**src/hw/rtl/tlik_pkg.sv**
```systemverilog
// ----------------------------------------------------------------------------
// tlik_pkg
// Shared widths, stage counts, cell link types and constant tables for the
// two-link arm inverse kinematics pipeline.
// ----------------------------------------------------------------------------
package tlik_pkg;

    // cordic sizing
    localparam int CORDIC_STAGES = 16;
    localparam int POSITION_BITS = 16;
    localparam int CORDIC_LAT    = CORDIC_STAGES + 2;
    localparam int CORD_IN_W     = 26;
    localparam int CORD_W        = POSITION_BITS + 28;
    localparam int ACC_W         = 35;
    localparam int ANG_W         = 20;
    localparam int STAGE_W       = 5;

    // square root sizing
    localparam int RAD_W       = 48;
    localparam int ROOT_W      = RAD_W / 2;
    localparam int REM_W       = ROOT_W + 3;
    localparam int SQRT_STAGES = RAD_W / 2;

    // divider sizing
    localparam int DIV_W      = 58;
    localparam int QUO_W      = 18;
    localparam int DIV_STAGES = QUO_W;

    localparam logic signed [ACC_W-1:0] PI_Q30 = 35'sd3373259426;

    typedef struct packed {
        logic signed [CORD_W-1:0] x;
        logic signed [CORD_W-1:0] y;
        logic signed [ACC_W-1:0]  ang;
        logic                     zero;
    } cordic_link_t;

    typedef struct packed {
        logic [RAD_W-1:0]  rad;
        logic [REM_W-1:0]  rem;
        logic [ROOT_W-1:0] root;
    } sqrt_link_t;

    typedef struct packed {
        logic [DIV_W-1:0] rem;
        logic [DIV_W-1:0] dsh;
        logic [QUO_W-1:0] quo;
    } div_link_t;

    // arctan(2^-i) in q30, rounded to nearest
    function automatic logic [29:0] atan_q30(input logic [STAGE_W-1:0] idx);
        logic [29:0] v;
        case (idx)
            5'd0:    v = 30'd843314857;
            5'd1:    v = 30'd497837829;
            5'd2:    v = 30'd263043837;
            5'd3:    v = 30'd133525159;
            5'd4:    v = 30'd67021687;
            5'd5:    v = 30'd33543516;
            5'd6:    v = 30'd16775851;
            5'd7:    v = 30'd8388437;
            5'd8:    v = 30'd4194283;
            5'd9:    v = 30'd2097149;
            5'd10:   v = 30'd1048576;
            5'd11:   v = 30'd524288;
            5'd12:   v = 30'd262144;
            5'd13:   v = 30'd131072;
            5'd14:   v = 30'd65536;
            5'd15:   v = 30'd32768;
            5'd16:   v = 30'd16384;
            5'd17:   v = 30'd8192;
            5'd18:   v = 30'd4096;
            5'd19:   v = 30'd2048;
            5'd20:   v = 30'd1024;
            5'd21:   v = 30'd512;
            5'd22:   v = 30'd256;
            5'd23:   v = 30'd128;
            default: v = 30'd0;
        endcase
        return v;
    endfunction

endpackage

```
**src/hw/rtl/tlik_sqrt_cell.sv**
```systemverilog
// ----------------------------------------------------------------------------
// tlik_sqrt_cell
// One digit step of a floor square root, two radicand bits per cell.
// ----------------------------------------------------------------------------
module tlik_sqrt_cell (
    input  logic                  aclk,
    input  logic                  en,
    input  tlik_pkg::sqrt_link_t  link_in,
    output tlik_pkg::sqrt_link_t  link_out
);
    localparam int RW = tlik_pkg::REM_W;
    localparam int QW = tlik_pkg::ROOT_W;
    localparam int DW = tlik_pkg::RAD_W;

    logic [RW-1:0]        rem_sh, trial;
    logic                 take;
    tlik_pkg::sqrt_link_t link_reg;

    assign rem_sh = {link_in.rem[RW-3:0], link_in.rad[DW-1 -: 2]};
    assign trial  = {1'b0, link_in.root, 2'b01};
    assign take   = (rem_sh >= trial);

    always_ff @(posedge aclk) begin
        if (en) begin
            link_reg.rad <= {link_in.rad[DW-3:0], 2'b00};
            if (take) begin
                link_reg.rem  <= rem_sh - trial;
                link_reg.root <= {link_in.root[QW-2:0], 1'b1};
            end else begin
                link_reg.rem  <= rem_sh;
                link_reg.root <= {link_in.root[QW-2:0], 1'b0};
            end
        end
    end

    assign link_out = link_reg;
endmodule

```
**config.mk**
```make
export PLATFORM = sky130hd
export DESIGN_NAME = tlik_sqrt_cell
export DESIGN_NICKNAME = d
export VERILOG_FILES = /design/src/hw/rtl/tlik_pkg.sv /design/src/hw/rtl/tlik_sqrt_cell.sv
export SDC_FILE = /design/constraint.sdc
export NUM_CORES = 1
export LEC_CHECK = 0
export ABC_CLOCK_PERIOD_IN_PS = 6500
export BUFFER_PORTS_ARGS = -buffer_cell sky130_fd_sc_hd__buf_2
export CORE_MARGIN = 2
export CORE_UTILIZATION = 52
export CTS_CLUSTER_SIZE = 14
export DETAILED_ROUTE_END_ITERATION = 7
export PLACE_DENSITY_LB_ADDON = 0.25
export SYNTH_ARGS = -nofsm -noshare
export SYNTH_HDL_FRONTEND = slang
export SYNTH_SLANG_ARGS = --single-unit
```
**constraint.sdc**
```tcl
create_clock -name aclk -period 6.5 [get_ports aclk]
set_input_delay 1.95 -clock aclk [delete_from_list [all_inputs] [get_ports aclk]]
set_output_delay 1.95 -clock aclk [all_outputs]
set_load 0.005 [all_outputs]
```
==> results of run 1 <==
[final cells by class]
cell class | count | area share [%]
clock buffer | 9 | 2.08
clock inverter | 7 | 1.32
tap | 108 | 2.27
inverter | 31 | 1.96
multi-input combinational | 233 | 26.7
timing repair buffer | 197 | 16.7
sequential | 97 | 48.9
[cell families after synthesis]
family,after synthesis,share of synthesized area [%]
AO/OA/AOI/OAI,101,13.7
XOR/XNOR,22,4.12
adder cells (fa/ha/maj),26,6.95
buffers and inverters,41,3.90
flip-flops,97,62.2
multiplexers,3,0.721
other,1,0.0801
AND/OR/NAND/NOR,79,8.28
[power by group through the flow]
stage	Combinational, mW	Clock [mW]	Sequential [mW]
after floorplan	0.158	0	0.807
after global placement	0.299	0	0.794
after detailed placement	0.305	0	0.795
after CTS	0.306	0.418	0.781
after global routing	0.338	0.437	0.787
final	0.303	0.408	0.780
[layout by cell type (no fill, tap or decap), types with 3 or more instances in the layout]
cell type / netlist / routed
buf_2: 5 / 194
edfxtp_1: 97 / 97
nand2_1: 33 / 33
inv_1: 30 / 30
a21oi_1: 27 / 27
ha_1: 26 / 26
o21ai_1: 21 / 21
xnor2_1: 13 / 13
a21o_1: 12 / 12
nand3_1: 11 / 11
nor2_1: 11 / 11
o21ai_0: 9 / 9
xor2_1: 9 / 9
clkbuf_8: 0 / 9
a31oi_1: 4 / 4
nand4_1: 4 / 4
o21a_1: 4 / 4
a211oi_1: 4 / 4
and2_1: 3 / 3
nand2b_1: 3 / 3
o31ai_1: 3 / 3
clkinvlp_4: 0 / 3
buf_4: 4 / 3
[per-stage QoR]
stage                     std cells  util (%)
final                           682      68.2
after global routing            682      68.2
after CTS                       682      68.2
after detailed placement        666      65.9
after global placement          666      65.9
after floorplan                 371         -
[worst max path at each step]
stage,from,to,cells after the start
after floorplan,link_in[17],link_out[50],11
after CTS,link_in[16],link_out[50],12
final,link_in[10],link_out[50],12
after global placement,link_in[10],link_out[28],12
after detailed placement,link_in[16],link_out[50],12
after global routing,link_in[16],link_out[50],12
[critical path, delay by kind of cell]
| family | cells | cell delay [ps] |
|---|---|---|
| AOI/OAI and AO/OA | 5 | 910 |
| xor gates and xnor gates | 1 | 150 |
| adders and majority gates | 1 | 370 |
| buffers and inverters | 3 | 500 |
| and+or+nand+nor | 2 | 530 |
[per-layer routing]
metal  vias up  wire (µm)  track usage [%]  share of wire (%)
li1       1765          -                -                  -
met1      1614       4460             27.6                 42
met2       145       5310             35.5                 49
met3        12        853             5.89                7.9
met4         0        113             5.27                1.1
met5         -          0                0                  0
==> key figures, run 1 <==
Power and ir drop
  – P_int: 1.09 mW
  – Static Leak: 2.69 nW
  – Net Sw Frac: 27.1%
  – Peak supply drop: 129 µV
  – Sequential share of power: 52.3%
  – Power per standard cell area: 251 mW/mm²
  – Combinational Power Share: 20.3%
  – Post-layout power: 1.49 mW
  – Net Switching: 0.404 mW
  – Clock network power share: 27.4%

Floorplan
  – Die Wd: 98.9 µm
  – Die H: 98.9 µm
  – DIE AREA: 0.00978 mm²
  – Starting Density: 53.7%
  – Standard-cell rows: 34
  – Io pins: 200
  – Core ar.: 0.00872 mm²

Run
  – Maxcap violations: 0

Critical path
  – Worst setup SP type: input port
  – Critical Path Fanout Max: 28
  – Slowest CP cell: ha_1
  – Critical Path RT: 6610 ps
  – Crit-path max cell delay: 370 ps
  – Critical Path AT: 4430 ps
  – CP Cell Sequence: buf_2 -> inv_1 -> ha_1 -> a21o_1 -> a31oi_1 -> o22a_1 -> o21ai_1 -> nand4b_1 -> nand2_2 -> buf_4 -> a2111oi_4 -> xor2_1
  – Setup crit end kind: flip-flop
  – Critical path class: in -> reg

STA
  – Count of final hold-check violations: 0
  – Final setup violation count: 0
  – RSZ-0062 raised after global routing: no
  – Fin Setup TNS: 0 ps
  – Max frequency: 232 MHz
  – WHS: 1760 ps
  – Final Slew Violations: 0
  – Worst-margin pin slew: 763 ps
  – Worst relative slew slack: 49.1%
  – Final setup margin: 2190 ps
  – Min Tclk post-route: 4310 ps
  – Fin crit share: 66.3%

Synth
  – Share of the synthesized area in the top cell type: 62.2%
  – Sequential element share of the synthesized area: 62.2%
  – Gate Count Post-Synth: 370
  – Asr flop ratio synth: 0%
  – Synth Flop Type: edfxtp_1
  – Number of synthesized flops with an enable pin: 97
  – Synth cell types: 48
  – Commonest cells post-synth: edfxtp_1 (97), nand2_1 (33), inv_1 (30)
  – Most area-consuming cells after synthesis: edfxtp_1 (62%), ha_1 (6.9%), a21oi_1 (2.9%)
  – Top cell type by total area after synthesis: edfxtp_1
  – Count leader, synth: edfxtp_1
  – Yosys warning total: 0
  – #FFs+latches synth: 97
  – Avg Inst Size Synth: 12.7 µm²
  – Synthesized cell area: 0.00468 mm²

Layout
  – Register area: 0.00291 mm²
  – Number of fill cells: 657
  – Layout cells sized above 1: 38.2%
  – Post-route design area: 0.00595 mm²
  – Multi-input gate area: 0.00159 mm²
  – Number of nets in the layout: 696
  – Antenna Cells: 0
  – P&R area growth vs syn: 27.1%
  – Largest register FFs: 97

Routing
  – Post-DRT Antenna Nets: 0
  – Drt wl/cell: 15.7 µm
  – WL final: 10,700 µm
  – Post-route DRC: 0
  – Initial DRT Pass Iterations: 4
  – Vias/cell: 5.18
  – Starting DRT DRC Count: 152
  – Vias: 3,536

Global routing
  – Initial antenna violation count: 0
  – Global-route wire length before repair: 16,400 µm
  – Total GRT Usage: 21.2%
  – Gr ovfl total: 0
  – Vias in the first global route: 3,387
  – Largest net degree at the start of global routing: 63

Placed design
  – Detail Placement HPWL: 8180 µm
  – I/O Buffers: 195
  – Setup Slack @ Placement: 1770 ps
  – Area after DPL: 0.00575 mm²
  – Placer Congestion: 0.841

CTS
  – Reg clk slew, reported paths: 100 ps
  – Clk root buf: clkbuf_8
  – H-tree depth: 3
  – Num CTS Buffers: 9
  – CTS Buffer Depth: 2
  – CTS tree: done
  – Clk sink count: 97
  – Hold_buf cts: 0
  – Setup bufs post-CTS: 0
  – Number of gates resized after cts: 0

Worst hold path
  – Hold Startpoint: link_in[87]
  – Min-Delay Endpoint: link_out[89]
  – Hold depth: 1
  – Hold Path Class: in -> reg

Status
  – Status: completed
(Power assumes the default switching activity.)
==> inputs of run 2 (changes only) <==
ABC_CLOCK_PERIOD_IN_PS = 3500   (was 6500)
CORE_UTILIZATION = 43   (was 52)
clock period = 3.5 ns   (was 6.5 ns; I/O delays follow)
==> key figures, run 2 (synthesized netlist as in run 1, its figures left out) <==
Global routing
  – Global-route wire length before repair: 16,900 µm (+2.7%)
  – Initial antenna violation count: 0 (unchanged)
  – Largest net degree at the start of global routing: 44 (-30%)
  – Gr ovfl total: 0 (unchanged)
  – Total GRT Usage: 18.7% (-2.5 points)
  – Vias in the first global route: 3,513 (+3.7%)

STA
  – Worst relative slew slack: 63.2% (+14 points)
  – Min Tclk post-route: 3090 ps
  – Final setup violation count: 0 (unchanged)
  – Count of final hold-check violations: 0 (unchanged)
  – Fin Setup TNS: 0 ps (unchanged)
  – RSZ-0062 raised after global routing: no
  – Final setup margin: 408 ps (-1780 ps)
  – Fin crit share: 88.3%
  – WHS: 852 ps (-903 ps)
  – Worst-margin pin slew: 551 ps (-212 ps)
  – Final Slew Violations: 0 (unchanged)
  – Max frequency: 323 MHz

Routing
  – Vias/cell: 4.91 (-5.4%)
  – Initial DRT Pass Iterations: 4 (unchanged)
  – Drt wl/cell: 15.1 µm (-4.3%)
  – WL final: 11,200 µm (+4.0%)
  – Starting DRT DRC Count: 149 (-2.0%)
  – Post-route DRC: 0 (unchanged)
  – Post-DRT Antenna Nets: 0 (unchanged)
  – Vias: 3,635 (+2.8%)

Placed design
  – Placer Congestion: 0.829 (-1.4%)
  – Detail Placement HPWL: 8710 µm (+6.5%)
  – I/O Buffers: 195 (unchanged)
  – Placed insts: 725 (+8.9%)
  – Area after DPL: 0.00600 mm² (+4.4%)
  – Setup Slack @ Placement: 31.0 ps (-1740 ps)

CTS
  – Clk root buf: clkbuf_8
  – Clk sink count: 97 (unchanged)
  – Reg clk slew, reported paths: 100 ps (about the same)
  – Num CTS Buffers: 9 (unchanged)
  – Number of gates resized after cts: 0 (unchanged)
  – CTS tree: done
  – Setup bufs post-CTS: 0 (unchanged)
  – CTS Buffer Depth: 2 (unchanged)
  – H-tree depth: 3 (unchanged)
  – Hold_buf cts: 0 (unchanged)

Layout
  – Number of nets in the layout: 723 (+3.9%)
  – Largest register FFs: 97 (unchanged)
  – Post-route design area: 0.00622 mm² (+4.5%)
  – P&R area growth vs syn: 32.8%
  – Final Util: 57.9% (-10 points)
  – Most frequent cells in the layout: buf_2 (194), edfxtp_1 (97), nand2_1 (33)
  – Post-route insts no fill: 741 (+8.7%)
  – Antenna Cells: 0 (unchanged)
  – Layout cells sized above 1: 40.8% (+2.6 points)
  – Commonest non-fill, non-tap cell in the layout: buf_2

Floorplan
  – Die H: 108 µm (+9.6%)
  – Die Wd: 108 µm (+9.6%)
  – Io pins: 200 (unchanged)
  – DIE AREA: 0.0117 mm² (+20%)
  – Standard-cell rows: 38 (+12%)
  – Core ar.: 0.0107 mm² (+23%)
  – Starting Density: 43.6% (-10 points)

Power and ir drop
  – Static Leak: 2.83 nW (+5.4%)
  – Net Switching: 0.745 mW (+84%)
  – P_int: 2.12 mW (+95%)
  – Clock network power share: 28.1% (+0.7 points)
  – Post-layout power: 2.87 mW (+92%)
  – Power per standard cell area: 461 mW/mm² (+84%)
  – Peak supply drop: 237 µV (+83%)
  – Sequential share of power: 50.7% (-1.6 points)
  – Net Sw Frac: 26.0% (-1.1 points)
  – Combinational Power Share: 21.2% (+0.9 points)

Critical path
  – Critical path class: in -> reg
  – Critical Path Fanout Max: 7 (-75%)
  – Worst setup SP type: input port
  – Setup crit end kind: flip-flop
  – Critical Path AT: 3210 ps (-1220 ps)
  – Critical Path RT: 3620 ps (-2990 ps)

Status
  – Status: completed

Worst hold path
  – Hold Path Class: in -> reg

Run
  – Maxcap violations: 0 (unchanged)
[run 2: power by group through the flow]
stage / Sequential, mW / Combinational [mW] / Clock (mW)
after floorplan: 1.50 / 0.294 / 0
after global placement: 1.48 / 0.602 / 0
after detailed placement: 1.48 / 0.613 / 0
after CTS: 1.45 / 0.618 / 0.824
after global routing: 1.46 / 0.684 / 0.868
final: 1.45 / 0.609 / 0.806
[run 2: final cells by class]
class | count | area [µm²]
well taps | 140 | 175
clock inverters | 6 | 88.8
repair buffers | 224 | 1210
fillers | 973 | 4530
clock buffers | 10 | 128
multi-input cells | 233 | 1590
flip-flops and latches | 97 | 2910
inverters | 31 | 116
[run 2: path summary, 6_finish.rpt]
path,startpoint,end,slack [ps],cells after the start
worst max-delay path,link_in[1],link_out[34],410,11
worst min-delay path,link_in[71],link_out[73],850,1
[run 2: per-layer routing]
metal / track usage [%] / routed length [µm] / up-vias
met2: 31.2 / 5230 / 130
met1: 23.7 / 4840 / 1673
met4: 5.86 / 177 / 0
met3: 5.12 / 905 / 14
met5: 0 / 0 / -
li1: - / - / 1818
[run 2: worst max-delay path, cell delays in order]
cell and delay [ps]:
buf_2 90, inv_1 40, ha_1 370, o2111ai_1 160
a31oi_1 250, nor2_1 90, o21ai_1 230, nand4b_1 190
nand2_2 160, inv_2 220, mux2_2 350
