`config.mk`:
```
export PLATFORM = sky130hd
export DESIGN_NAME = tlik_div_cell
export DESIGN_NICKNAME = d
export VERILOG_FILES = /design/src/hw/rtl/tlik_pkg.sv /design/src/hw/rtl/tlik_div_cell.sv
export SDC_FILE = /design/constraint.sdc
export NUM_CORES = 1
export LEC_CHECK = 0
export ABC_AREA = 1
export ABC_CLOCK_PERIOD_IN_PS = 2480
export BUFFER_PORTS_ARGS = -buffer_cell sky130_fd_sc_hd__buf_2
export CAP_MARGIN = 20
export CORE_MARGIN = 4
export CORE_UTILIZATION = 55
export CTS_CLUSTER_SIZE = 25
export DETAILED_ROUTE_END_ITERATION = 10
export GPL_ROUTABILITY_DRIVEN = 0
export PLACE_DENSITY = 0.83
export SYNTH_ARGS = -nofsm -noshare
export SYNTH_HDL_FRONTEND = slang
export SYNTH_SLANG_ARGS = --single-unit
```
`constraint.sdc`:
```
create_clock -name aclk -period 2.48 [get_ports aclk]
set_input_delay 0.372 -clock aclk [delete_from_list [all_inputs] [get_ports aclk]]
set_output_delay 0.372 -clock aclk [all_outputs]
set_load 0.02 [all_outputs]
```
`src/hw/rtl/tlik_pkg.sv`:
```
// ----------------------------------------------------------------------------
// tlik_pkg
// Shared widths, stage counts, cell link types and constant tables for the
// two-link arm inverse kinematics pipeline.
// ----------------------------------------------------------------------------
package tlik_pkg;

    // cordic sizing
    localparam int CORDIC_STAGES = 16;
    localparam int POSITION_BITS = 16;
    localparam int CORDIC_LAT    = CORDIC_STAGES + 2;
    localparam int CORD_IN_W     = 26;
    localparam int CORD_W        = POSITION_BITS + 28;
    localparam int ACC_W         = 35;
    localparam int ANG_W         = 20;
    localparam int STAGE_W       = 5;

    // square root sizing
    localparam int RAD_W       = 48;
    localparam int ROOT_W      = RAD_W / 2;
    localparam int REM_W       = ROOT_W + 3;
    localparam int SQRT_STAGES = RAD_W / 2;

    // divider sizing
    localparam int DIV_W      = 58;
    localparam int QUO_W      = 18;
    localparam int DIV_STAGES = QUO_W;

    localparam logic signed [ACC_W-1:0] PI_Q30 = 35'sd3373259426;

    typedef struct packed {
        logic signed [CORD_W-1:0] x;
        logic signed [CORD_W-1:0] y;
        logic signed [ACC_W-1:0]  ang;
        logic                     zero;
    } cordic_link_t;

    typedef struct packed {
        logic [RAD_W-1:0]  rad;
        logic [REM_W-1:0]  rem;
        logic [ROOT_W-1:0] root;
    } sqrt_link_t;

    typedef struct packed {
        logic [DIV_W-1:0] rem;
        logic [DIV_W-1:0] dsh;
        logic [QUO_W-1:0] quo;
    } div_link_t;

    // arctan(2^-i) in q30, rounded to nearest
    function automatic logic [29:0] atan_q30(input logic [STAGE_W-1:0] idx);
        logic [29:0] v;
        case (idx)
            5'd0:    v = 30'd843314857;
            5'd1:    v = 30'd497837829;
            5'd2:    v = 30'd263043837;
            5'd3:    v = 30'd133525159;
            5'd4:    v = 30'd67021687;
            5'd5:    v = 30'd33543516;
            5'd6:    v = 30'd16775851;
            5'd7:    v = 30'd8388437;
            5'd8:    v = 30'd4194283;
            5'd9:    v = 30'd2097149;
            5'd10:   v = 30'd1048576;
            5'd11:   v = 30'd524288;
            5'd12:   v = 30'd262144;
            5'd13:   v = 30'd131072;
            5'd14:   v = 30'd65536;
            5'd15:   v = 30'd32768;
            5'd16:   v = 30'd16384;
            5'd17:   v = 30'd8192;
            5'd18:   v = 30'd4096;
            5'd19:   v = 30'd2048;
            5'd20:   v = 30'd1024;
            5'd21:   v = 30'd512;
            5'd22:   v = 30'd256;
            5'd23:   v = 30'd128;
            default: v = 30'd0;
        endcase
        return v;
    endfunction

endpackage

```
`src/hw/rtl/tlik_div_cell.sv`:
```
// ----------------------------------------------------------------------------
// tlik_div_cell
// One restoring division step: one quotient bit per cell.
// ----------------------------------------------------------------------------
module tlik_div_cell (
    input  logic                 aclk,
    input  logic                 en,
    input  tlik_pkg::div_link_t  link_in,
    output tlik_pkg::div_link_t  link_out
);
    localparam int QW = tlik_pkg::QUO_W;

    logic                take;
    tlik_pkg::div_link_t link_reg;

    assign take = (link_in.rem >= link_in.dsh);

    always_ff @(posedge aclk) begin
        if (en) begin
            link_reg.dsh <= link_in.dsh >> 1;
            if (take) begin
                link_reg.rem <= link_in.rem - link_in.dsh;
                link_reg.quo <= {link_in.quo[QW-2:0], 1'b1};
            end else begin
                link_reg.rem <= link_in.rem;
                link_reg.quo <= {link_in.quo[QW-2:0], 1'b0};
            end
        end
    end

    assign link_out = link_reg;
endmodule

```
==> results of run 1 <==
==> placed cells by master (no fill, tap or decap), types with 2 or more instances in the layout <==
cell type	count
a21oi_1	37
clkinv_2	2
and2_1	5
xor2_1	28
o21bai_1	2
buf_4	72
nor4_1	3
inv_1	381
nand4_1	38
ha_1	58
buf_2	266
nor2_1	92
clkinv_4	4
nor2_2	2
inv_2	2
nand2_1	598
edfxtp_1	133
nor3_1	16
clkinvlp_4	3
or2_2	2
nand3_1	76
nand2_2	2
clkbuf_16	17
o21ai_0	2
buf_12	4
o21ai_1	31
and3_1	2
nand3b_1	7
bufinv_16	3
==> final timing paths <==
check | start | end | slack (ns) | depth (start not counted)
worst min-delay path | link_in[14] | link_out[15] | 0.11 | 1
worst max-delay path | link_in[76] | link_out[132] | 0.25 | 15
==> Yosys cell counts, types with 6 or more instances <==
cell type / count
nand4_1: 38
clkbuf_1: 6
a21oi_1: 37
nor2_1: 92
nand3b_1: 7
ha_1: 58
inv_1: 381
nand3_1: 76
o21ai_1: 31
xor2_1: 28
buf_6: 7
edfxtp_1: 133
nand2_1: 598
nor3_1: 16
==> through the flow <==
stage / std cells / power, mW
2_1_floorplan: 1542 / 4.373
3_3_place_gp: 2103 / 5.186
3_5_place_dp: 2103 / 5.252
4_1_cts: 2135 / 7.893
5_1_grt: 2135 / 8.280
6_report: 2135 / 7.898
==> cells by family after synthesis <==
group                      synth area share
adders and majority gates           0.07137
AOI/OAI and AO/OA                   0.03724
xor gates and xnor gates            0.02431
buffers and inverters                0.1494
other                             0.0003589
and+or+nand+nor                      0.3350
DFF                                  0.3822
==> power by group <==
| part | internal, mW | switching, mW | total [mW] |
|---|---|---|---|
| Combinational | 0.849 | 1.59 | 2.43 |
| Sequential | 2.78 | 0.0555 | 2.83 |
| Clock | 1.59 | 1.04 | 2.63 |
| Total | 5.22 | 2.68 | 7.90 |
==> layer usage <==
metal | part of all wire | vias to the layer above | track usage
met5 | 0 | - | 0
met4 | 0.037 | 0 | 0.1391
met3 | 0.097 | 78 | 0.06571
met2 | 0.47 | 574 | 0.4950
met1 | 0.40 | 4883 | 0.3589
li1 | - | 5441 | -
==> layout make-up <==
cell class,instances,area (sq um),area share
multi-input combinational,1010,4893,0.3711
sequential,133,3994,0.3028
timing repair buffer,343,1963,0.1489
inverter,383,1438,0.1090
clock buffer,18,429.2,0.03254
tap,234,292.8,0.02220
clock inverter,14,177.7,0.01347
==> metrics, run 1 <==
Iter 0 DRT Violations=approximately 1200; port buffer count=267; Synth Flop Type=edfxtp_1; number of fill cells=about 1500; Fin. Hold Viols=0; Final Cell Area=0.01319 sq mm; VDD IR max=0.0004847 V; CP startpoint kind=input pin; FF+latch count, synth=roughly 130; Cell Pwr Density=598.9 mW/mm^2; H-tree Lvls=4; Worst Path Max Fanout=4; cells resized by post-CTS repair=0; Slew Viols, Final=0; Site Rows=50; dpl cell area=approximately 0.013 sq mm; Yosys warnings=0; Syn Inst Count=approximately 1500; Max Cap Violations=0; Setup-failing EPs final=0; CTS root buf=clkbuf_16; WHS=between 0.1 and 0.15 ns; worst setup path category=input pin to register; vias=about 11000; Post-Route WL=about 31 mm; GRT Resource Usage Total=0.2940; syn_nets=1737; Yosys cell types=33; CTS Buffer Depth=2; RSZ-0062 raised after global routing=no; Pleak=~7.6 nW; cell family with the largest share of critical-path delay=simple AND/OR/NAND/NOR gates; Die ar.=roughly 0.021 sq mm; Critical-path top delay cell=fa_1; Wirelength per Cell=around 15 microns; required time of the critical path=~2.7 ns; DRC Markers=0; register area share after synthesis=0.3822; Die W=about 150 microns; critical path arrival=2.42 ns; post-cts hold buffer count=0; Vert. Die Dim=~150 microns; CTS sink cnt=between 100 and 150; share of post-route cells with drive strength above 1=0.2036; Crit path largest cell delay=0.45 ns; Achievable Freq=between 400 and 500 MHz; share of the synthesized area in the top cell type=0.3822; CP Buf/Inv Count=3; actual slew at the worst max-slew pin=0.5045 ns; number of synthesized flops with an enable pin=133; Period Utilization, post-route=0.9012; 1st-pass router iterations=6; CORE AREA=roughly 0.019 sq mm; fin crit period=2.235 ns; initial core utilization=0.5586; CTS tree=done; Rel. slew slack=0.6611; post-synthesis cell area=roughly 0.010 sq mm; status=complete, no violations; CP Capture Type=register; hold crit path type=input pin to register; Crit path top cell by count=nand2_1; top cells by area, synth=edfxtp_1 38%, nand2_1 21%, inv_1 14%; Critical Path, Cell by Cell=buf_2 -> inv_1 -> ha_1 -> inv_1 -> fa_1 -> nand2_1 -> nand3_1 -> nand3_1 -> nand2_1 -> nand2_1 -> nand3_1 -> nand2_1 -> nand4_1 -> nand3_1 -> nand2_1; setup ws final=between 0.2 and 0.25 ns; post-synth top area cell=edfxtp_1; Setup WS pre-CTS=-0.1452 ns; Reg clk slew, reported paths=0.06 ns; ys async rst share=0; Antenna diodes=0; Avg Inst Size Synth=roughly 6.8 sq um; Layout Nets=~2100; DP HPWL=~25 mm; max FFs per register=about 130; TritonCTS buffer count=17; Finished Core Util=0.7050; post-CTS setup buffer count=0; first-pass GRT wire length=a little over 50 mm; number of antenna violations at the first check in global routing=0; largest net degree at the start of global routing=between 40 and 50; Final TNS setup=0 ns; vias in the first global route=between 10000 and 15000; post-route ant nets=0; num ports=270; Syn-to-layout area delta=26.21%; routed vias/inst=roughly 5.1; Overflow after GRT=0
(Power assumes the default switching activity.)
==> run 2, diff against run 1 <==
- GPL_TIMING_DRIVEN: not set -> 0
- PLACE_DENSITY: 0.83 -> 0.87
==> run 2 against run 1 <==
  * Critical path depth down 3
  * Power increased by 0.44%
  * Final cell count is 2.2% lower
  * Fmax down 9.2%
  * Design area decreased by 1.9%
  * Sequential power about the same
  * Critical path type unchanged
  * Via count rose by 0.41%
  * Sequential share of layout area grew 0.59 points
  * Worst setup slack worse by 0.23 ns
  * Highest routed layer unchanged
==> metrics, run 2 (synthesis gave the netlist of run 1 again) <==
fin crit period=2.461 ns (was 2.235 ns); placed cell count=2044 (was 2103); vias=11021 (was 10976); clock power share=0.342 (was 0.333); first-pass GRT wire length=50.60 mm (was 50.65 mm); dpl cell area=0.01211 sq mm (was 0.01258 sq mm); CP Capture Type=register (unchanged); Iter 0 DRT Violations=1363 (was 1160); VDD IR max=0.0004827 V (was 0.0004847 V); DRC Markers=0 (unchanged); Power Total=7.933 mW (was 7.898 mW); DP HPWL=24.72 mm (was 24.82 mm); Final Cell Area=0.01294 sq mm (was 0.01319 sq mm); CTS root buf=clkbuf_16 (unchanged); required time of the critical path=2.66 ns (was 2.67 ns); post-route ant nets=0 (unchanged); CORE AREA=0.01871 sq mm (unchanged); Die ar.=0.02127 sq mm (unchanged); Pleak=7.427 nW (was 7.636 nW); commonest cells after routing, fill and taps aside=593 x nand2_1, 380 x inv_1, 266 x buf_2 (was 598 x nand2_1, 381 x inv_1, 266 x buf_2); Rel. slew slack=0.6044 (was 0.6611); internal power=5.156 mW (was 5.215 mW); Fin. Hold Viols=0 (unchanged); number of fill cells=1535 (was 1527); Sw Pwr=2.778 mW (was 2.683 mW); Slew Viols, Final=0 (unchanged); port buffer count=267 (unchanged); actual slew at the worst max-slew pin=0.5934 ns (was 0.5045 ns); max FFs per register=133 (unchanged); Wirelength per Cell=15.67 microns (was 14.74 microns); Reg clk slew, reported paths=0.07 ns (was 0.06 ns); Die W=145.8 microns (unchanged); Finished Core Util=0.6916 (was 0.7050); TritonCTS buffer count=17 (unchanged); routed vias/inst=5.278 (was 5.141); Seq pwr share=0.357 (was 0.358); num ports=270 (unchanged); Site Rows=50 (unchanged); non-filler instance count after layout=2088 (was 2135); Worst Path Max Fanout=10 (was 4); Final TNS setup=0 ns (unchanged); CP startpoint kind=input pin (unchanged); CTS Buffer Depth=2 (unchanged); Max Cap Violations=0 (unchanged); Comb pwr share=0.301 (was 0.308); Critical-path top delay cell=ha_1 (was fa_1); Achievable Freq=406.4 MHz (was 447.4 MHz); Vert. Die Dim=145.8 microns (unchanged); largest net degree at the start of global routing=74 (was 44); multi-input logic area=0.005037 sq mm (was 0.004893 sq mm); Syn-to-layout area delta=23.81% (was 26.21%); CTS sink cnt=133 (unchanged); Overflow after GRT=0 (unchanged); WHS Path Cells=1 (unchanged); status=complete, no violations (unchanged); most common cell after layout, fill and taps aside=nand2_1 (unchanged); sw frac=0.3501 (was 0.3397); Cell Pwr Density=613.3 mW/mm^2 (was 598.9 mW/mm^2); hold crit path type=input pin to register (unchanged); worst setup path category=input pin to register (unchanged); 1st-pass router iterations=6 (unchanged); H-tree Lvls=4 (unchanged); critical path arrival=2.64 ns (was 2.42 ns); GRT Resource Usage Total=0.2928 (was 0.2940); Post-Route WL=32.71 mm (was 31.46 mm); Critical Path, Cell by Cell=buf_2 -> inv_1 -> ha_1 -> nand2_1 -> nor2_1 -> nand2_1 -> nor4_4 -> a21oi_4 -> buf_4 -> clkbuf_2 -> nand4_1 -> nand2_1 (was buf_2 -> inv_1 -> ha_1 -> inv_1 -> fa_1 -> nand2_1 -> nand3_1 -> nand3_1 -> nand2_1 -> nand2_1 -> nand3_1 -> nand2_1 -> nand4_1 -> nand3_1 -> nand2_1); Register Area=0.003994 sq mm (unchanged); Setup-failing EPs final=0 (unchanged); Crit path largest cell delay=0.40 ns (was 0.45 ns); post-cts hold buffer count=0 (unchanged); vias in the first global route=10719 (was 10816); share of post-route cells with drive strength above 1=0.1932 (was 0.2036); CTS tree=done (unchanged); Crit path top cell by count=nand2_1 (unchanged); initial core utilization=0.5586 (unchanged); Layout Nets=2035 (was 2083); Period Utilization, post-route=0.9923 (was 0.9012); number of antenna violations at the first check in global routing=1 (was 0)
==> run 2: cell count changes in the layout (fill, tap and decap cells not counted), sizes merged <==
cell	before	now
diode	0	1
nand4	39	40
inv	385	390
clkinv	6	2
buf	343	285
clkbuf	18	23
nand3	77	78
a21oi	38	39
nand2	600	601
==> run 2: path summary, 6_finish.rpt <==
check	end	from
worst max-delay path	link_out[118]	link_in[60]
worst min-delay path	link_out[11]	link_in[10]
==> run 2: worst max-delay path, delay by kind of cell <==
family | cells | cell delay (ns)
AO/OA/AOI/OAI | 1 | 0.20
AND/OR/NAND/NOR | 6 | 1.12
adder cells (fa/ha/maj) | 1 | 0.40
buffers and inverters | 4 | 0.54
==> run 2: per-stage QoR <==
step	worst slack (ns)	hold WS (ns)
floorplan	0.1603	0.4709
global placement	-0.5543	0.5489
CTS	0.04263	0.1023
global route	-0.0006284	0.1006
detailed placement	-0.6737	0.5511
finish	0.01922	0.1106
==> run 2: power by group through the flow <==
stage	clock network, mW	registers [mW]	logic [mW]
after global placement	0	2.87	2.21
after detailed placement	0	2.88	2.26
after floorplan	0	3.21	1.17
after global routing	2.84	2.85	2.61
final	2.71	2.83	2.39
after CTS	2.74	2.83	2.29
==> run 2: layout make-up <==
cell class / instances / area share
Antenna cell: 1 / 0.0001934
Timing Repair Buffer: 275 / 0.1100
Tap cell: 234 / 0.02263
Sequential cell: 133 / 0.3087
Buffer: 16 / 0.01016
Clock buffer: 17 / 0.03289
Inverter: 383 / 0.1111
Multi-Input combinational cell: 1014 / 0.3894
Clock inverter: 15 / 0.01490
==> run 2: timing repair <==
action | 4_1_cts | 5_1_grt
endpoints found under the hold margin | 0 | 0
gates resized for setup | 3 | 33
setup endpoints to repair | 59 | 58
pin swaps | 1 | 4
gates cloned | 1 | 3
buffers inserted | 1 | 6
==> run 2: routing by layer <==
layer	vias to the layer above	wire length [microns]	global-route usage
met5	-	0	0
met4	0	1745	0.1486
met3	163	4001	0.09094
met2	663	14370	0.4678
met1	4854	12590	0.3586
li1	5341	-	-
==> run 3, diff against run 2 <==
- RECOVER_POWER: not set -> 25
==> run 3 against run 2 <==
  * The flow now finishes with violations (capacitance limit, slew limit, setup timing)
  * Non-clock buffer count is the same
  * Critical path depth is the same
  * Design area shrank 0.30%
  * Sequential power is essentially flat
  * First-iteration DRC count grew 2.1%
  * Power is essentially flat
  * Utilization shrank 0.21 points
  * Clock power is essentially flat
  * Via count grew 0.30%
  * Highest routed layer unchanged
==> metrics, run 3 (synthesis gave the netlist of run 1 again) <==
worst setup path category=input pin to register (unchanged); failing checks=capacitance limit, slew limit, setup timing; Comb pwr share=0.301 (about the same); largest net degree at the start of global routing=74 (unchanged); Iter 0 DRT Violations=1391 (was 1363); H-tree Lvls=4 (unchanged); DP HPWL=24.72 mm (unchanged); actual slew at the worst max-slew pin=1.611 ns (was 0.5934 ns); Achievable Freq=402.8 MHz (was 406.4 MHz); fin crit period=2.483 ns (was 2.461 ns); Pleak=7.354 nW (was 7.427 nW); CTS Buffer Depth=2 (unchanged); Fin. Hold Viols=0 (unchanged); 1st-pass router iterations=7 (was 6); sw frac=0.3511 (was 0.3501); Wirelength per Cell=15.71 microns (was 15.67 microns); Seq pwr share=0.357 (about the same); hold crit path type=input pin to register (unchanged); first-pass GRT wire length=50.60 mm (unchanged); Post-Route WL=32.81 mm (was 32.71 mm); Layout Nets=2035 (unchanged); Rel. slew slack=-0.07388 (was 0.6044); setup ws final=-0.002655 ns (was 0.01922 ns); Power Total=7.938 mW (was 7.933 mW); Final TNS setup=-0.002655 ns (was 0 ns); post-route ant nets=0 (unchanged); share of post-route cells with drive strength above 1=0.1792 (was 0.1932); CTS root buf=clkbuf_16 (unchanged); number of antenna violations at the first check in global routing=1 (unchanged); Period Utilization, post-route=1.001 (was 0.9923); Max Cap Violations=1 (was 0); Finished Core Util=0.6895 (was 0.6916); status=finished, violations left (was complete, no violations); commonest cells after routing, fill and taps aside=593 x nand2_1, 380 x inv_1, 240 x buf_2 (was 593 x nand2_1, 380 x inv_1, 266 x buf_2); Reg clk slew, reported paths=0.06 ns (was 0.07 ns); Critical Path, Cell by Cell=buf_2 -> inv_1 -> ha_1 -> nand2_1 -> nor2_1 -> nand2_1 -> nor4_4 -> a21oi_4 -> buf_4 -> clkbuf_2 -> nand4_1 -> nand2_1 (unchanged); vias in the first global route=10719 (unchanged); Worst Path Max Fanout=10 (unchanged); WHS=0.1102 ns (was 0.1106 ns); Die ar.=0.02127 sq mm (unchanged); most common cell after layout, fill and taps aside=nand2_1 (unchanged); Overflow after GRT=0 (unchanged); clock power share=0.342 (about the same); CTS sink cnt=133 (unchanged); vias=11054 (was 11021); internal power=5.151 mW (was 5.156 mW); initial core utilization=0.5586 (unchanged); Setup-failing EPs final=1 (was 0); routed vias/inst=5.294 (was 5.278); CP startpoint kind=input pin (unchanged); Sw Pwr=2.787 mW (was 2.778 mW); number of fill cells=1550 (was 1535); port buffer count=267 (unchanged); Syn-to-layout area delta=23.43% (was 23.81%); Setup WS pre-CTS=-0.6737 ns (unchanged); DRC Markers=0 (unchanged); cell family with the largest share of critical-path delay=simple AND/OR/NAND/NOR gates (unchanged); CP Capture Type=register (unchanged); GRT Resource Usage Total=0.2928 (unchanged); VDD IR max=0.0004840 V (was 0.0004827 V); TritonCTS buffer count=17 (unchanged); num ports=270 (unchanged); Critical-path top delay cell=ha_1 (unchanged); CP Buf/Inv Count=4 (unchanged); Site Rows=50 (unchanged); Crit path largest cell delay=0.41 ns (was 0.40 ns); Cell Pwr Density=615.5 mW/mm^2 (was 613.3 mW/mm^2); Crit path top cell by count=nand2_1 (unchanged); CORE AREA=0.01871 sq mm (unchanged); Vert. Die Dim=145.8 microns (unchanged); max FFs per register=133 (unchanged); critical path arrival=2.66 ns (was 2.64 ns); post-cts hold buffer count=0 (unchanged); Slew Viols, Final=61 (was 0); required time of the critical path=2.66 ns (about the same); CTS tree=done (unchanged); Die W=145.8 microns (unchanged)
## run 3: worst paths after layout
path / from / end / slack (ns) / cells after the start
setup / recovery: link_in[60] / link_out[118] / -0.003 / 12
hold / removal: link_in[10] / link_out[11] / 0.11 / 1
## run 3: through the flow
stage               instance area, sq um  std cells
floorplan                          10450       1542
global placement                   12080       2043
detailed placement                 12110       2044
CTS                                12760       2078
global route                       12900       2088
finish                             12900       2088
## run 3: per-layer routing
metal / track usage / vias to the layer above / wire, microns
met5: 0 / - / 0
met2: 0.4678 / 703 / 14350
met4: 0.1486 / 0 / 1878
met1: 0.3586 / 4832 / 12450
li1: - / 5335 / -
met3: 0.09094 / 184 / 4120
## run 3: power by group through the flow
| stage | Combinational [mW] | Clock [mW] | Sequential [mW] |
|---|---|---|---|
| 6_report | 2.39 | 2.72 | 2.83 |
| 5_1_grt | 2.60 | 2.84 | 2.86 |
| 4_1_cts | 2.29 | 2.74 | 2.83 |
| 3_5_place_dp | 2.26 | 0 | 2.88 |
| 3_3_place_gp | 2.21 | 0 | 2.87 |
| 2_1_floorplan | 1.17 | 0 | 3.21 |
## run 3: area by class of cell
cell class	count	area (sq um)	area share
multi-input cells	1014	5037	0.3906
clock buffers	17	425.4	0.03298
repair buffers	275	1384	0.1073
clock inverters	15	192.7	0.01494
inverters	383	1438	0.1115
plain buffers	16	131.4	0.01019
well taps	234	292.8	0.02270
diodes	1	2.502	0.0001940
flip-flops and latches	133	3994	0.3097
## run 3: timing repair
action | CTS | global route
hold endpoints to repair | 0 | 0
setup buffers | 1 | 6
pin swaps | 1 | 4
setup endpoints to repair | 59 | 58
cloned | 1 | 3
gates resized for setup | 3 | 33
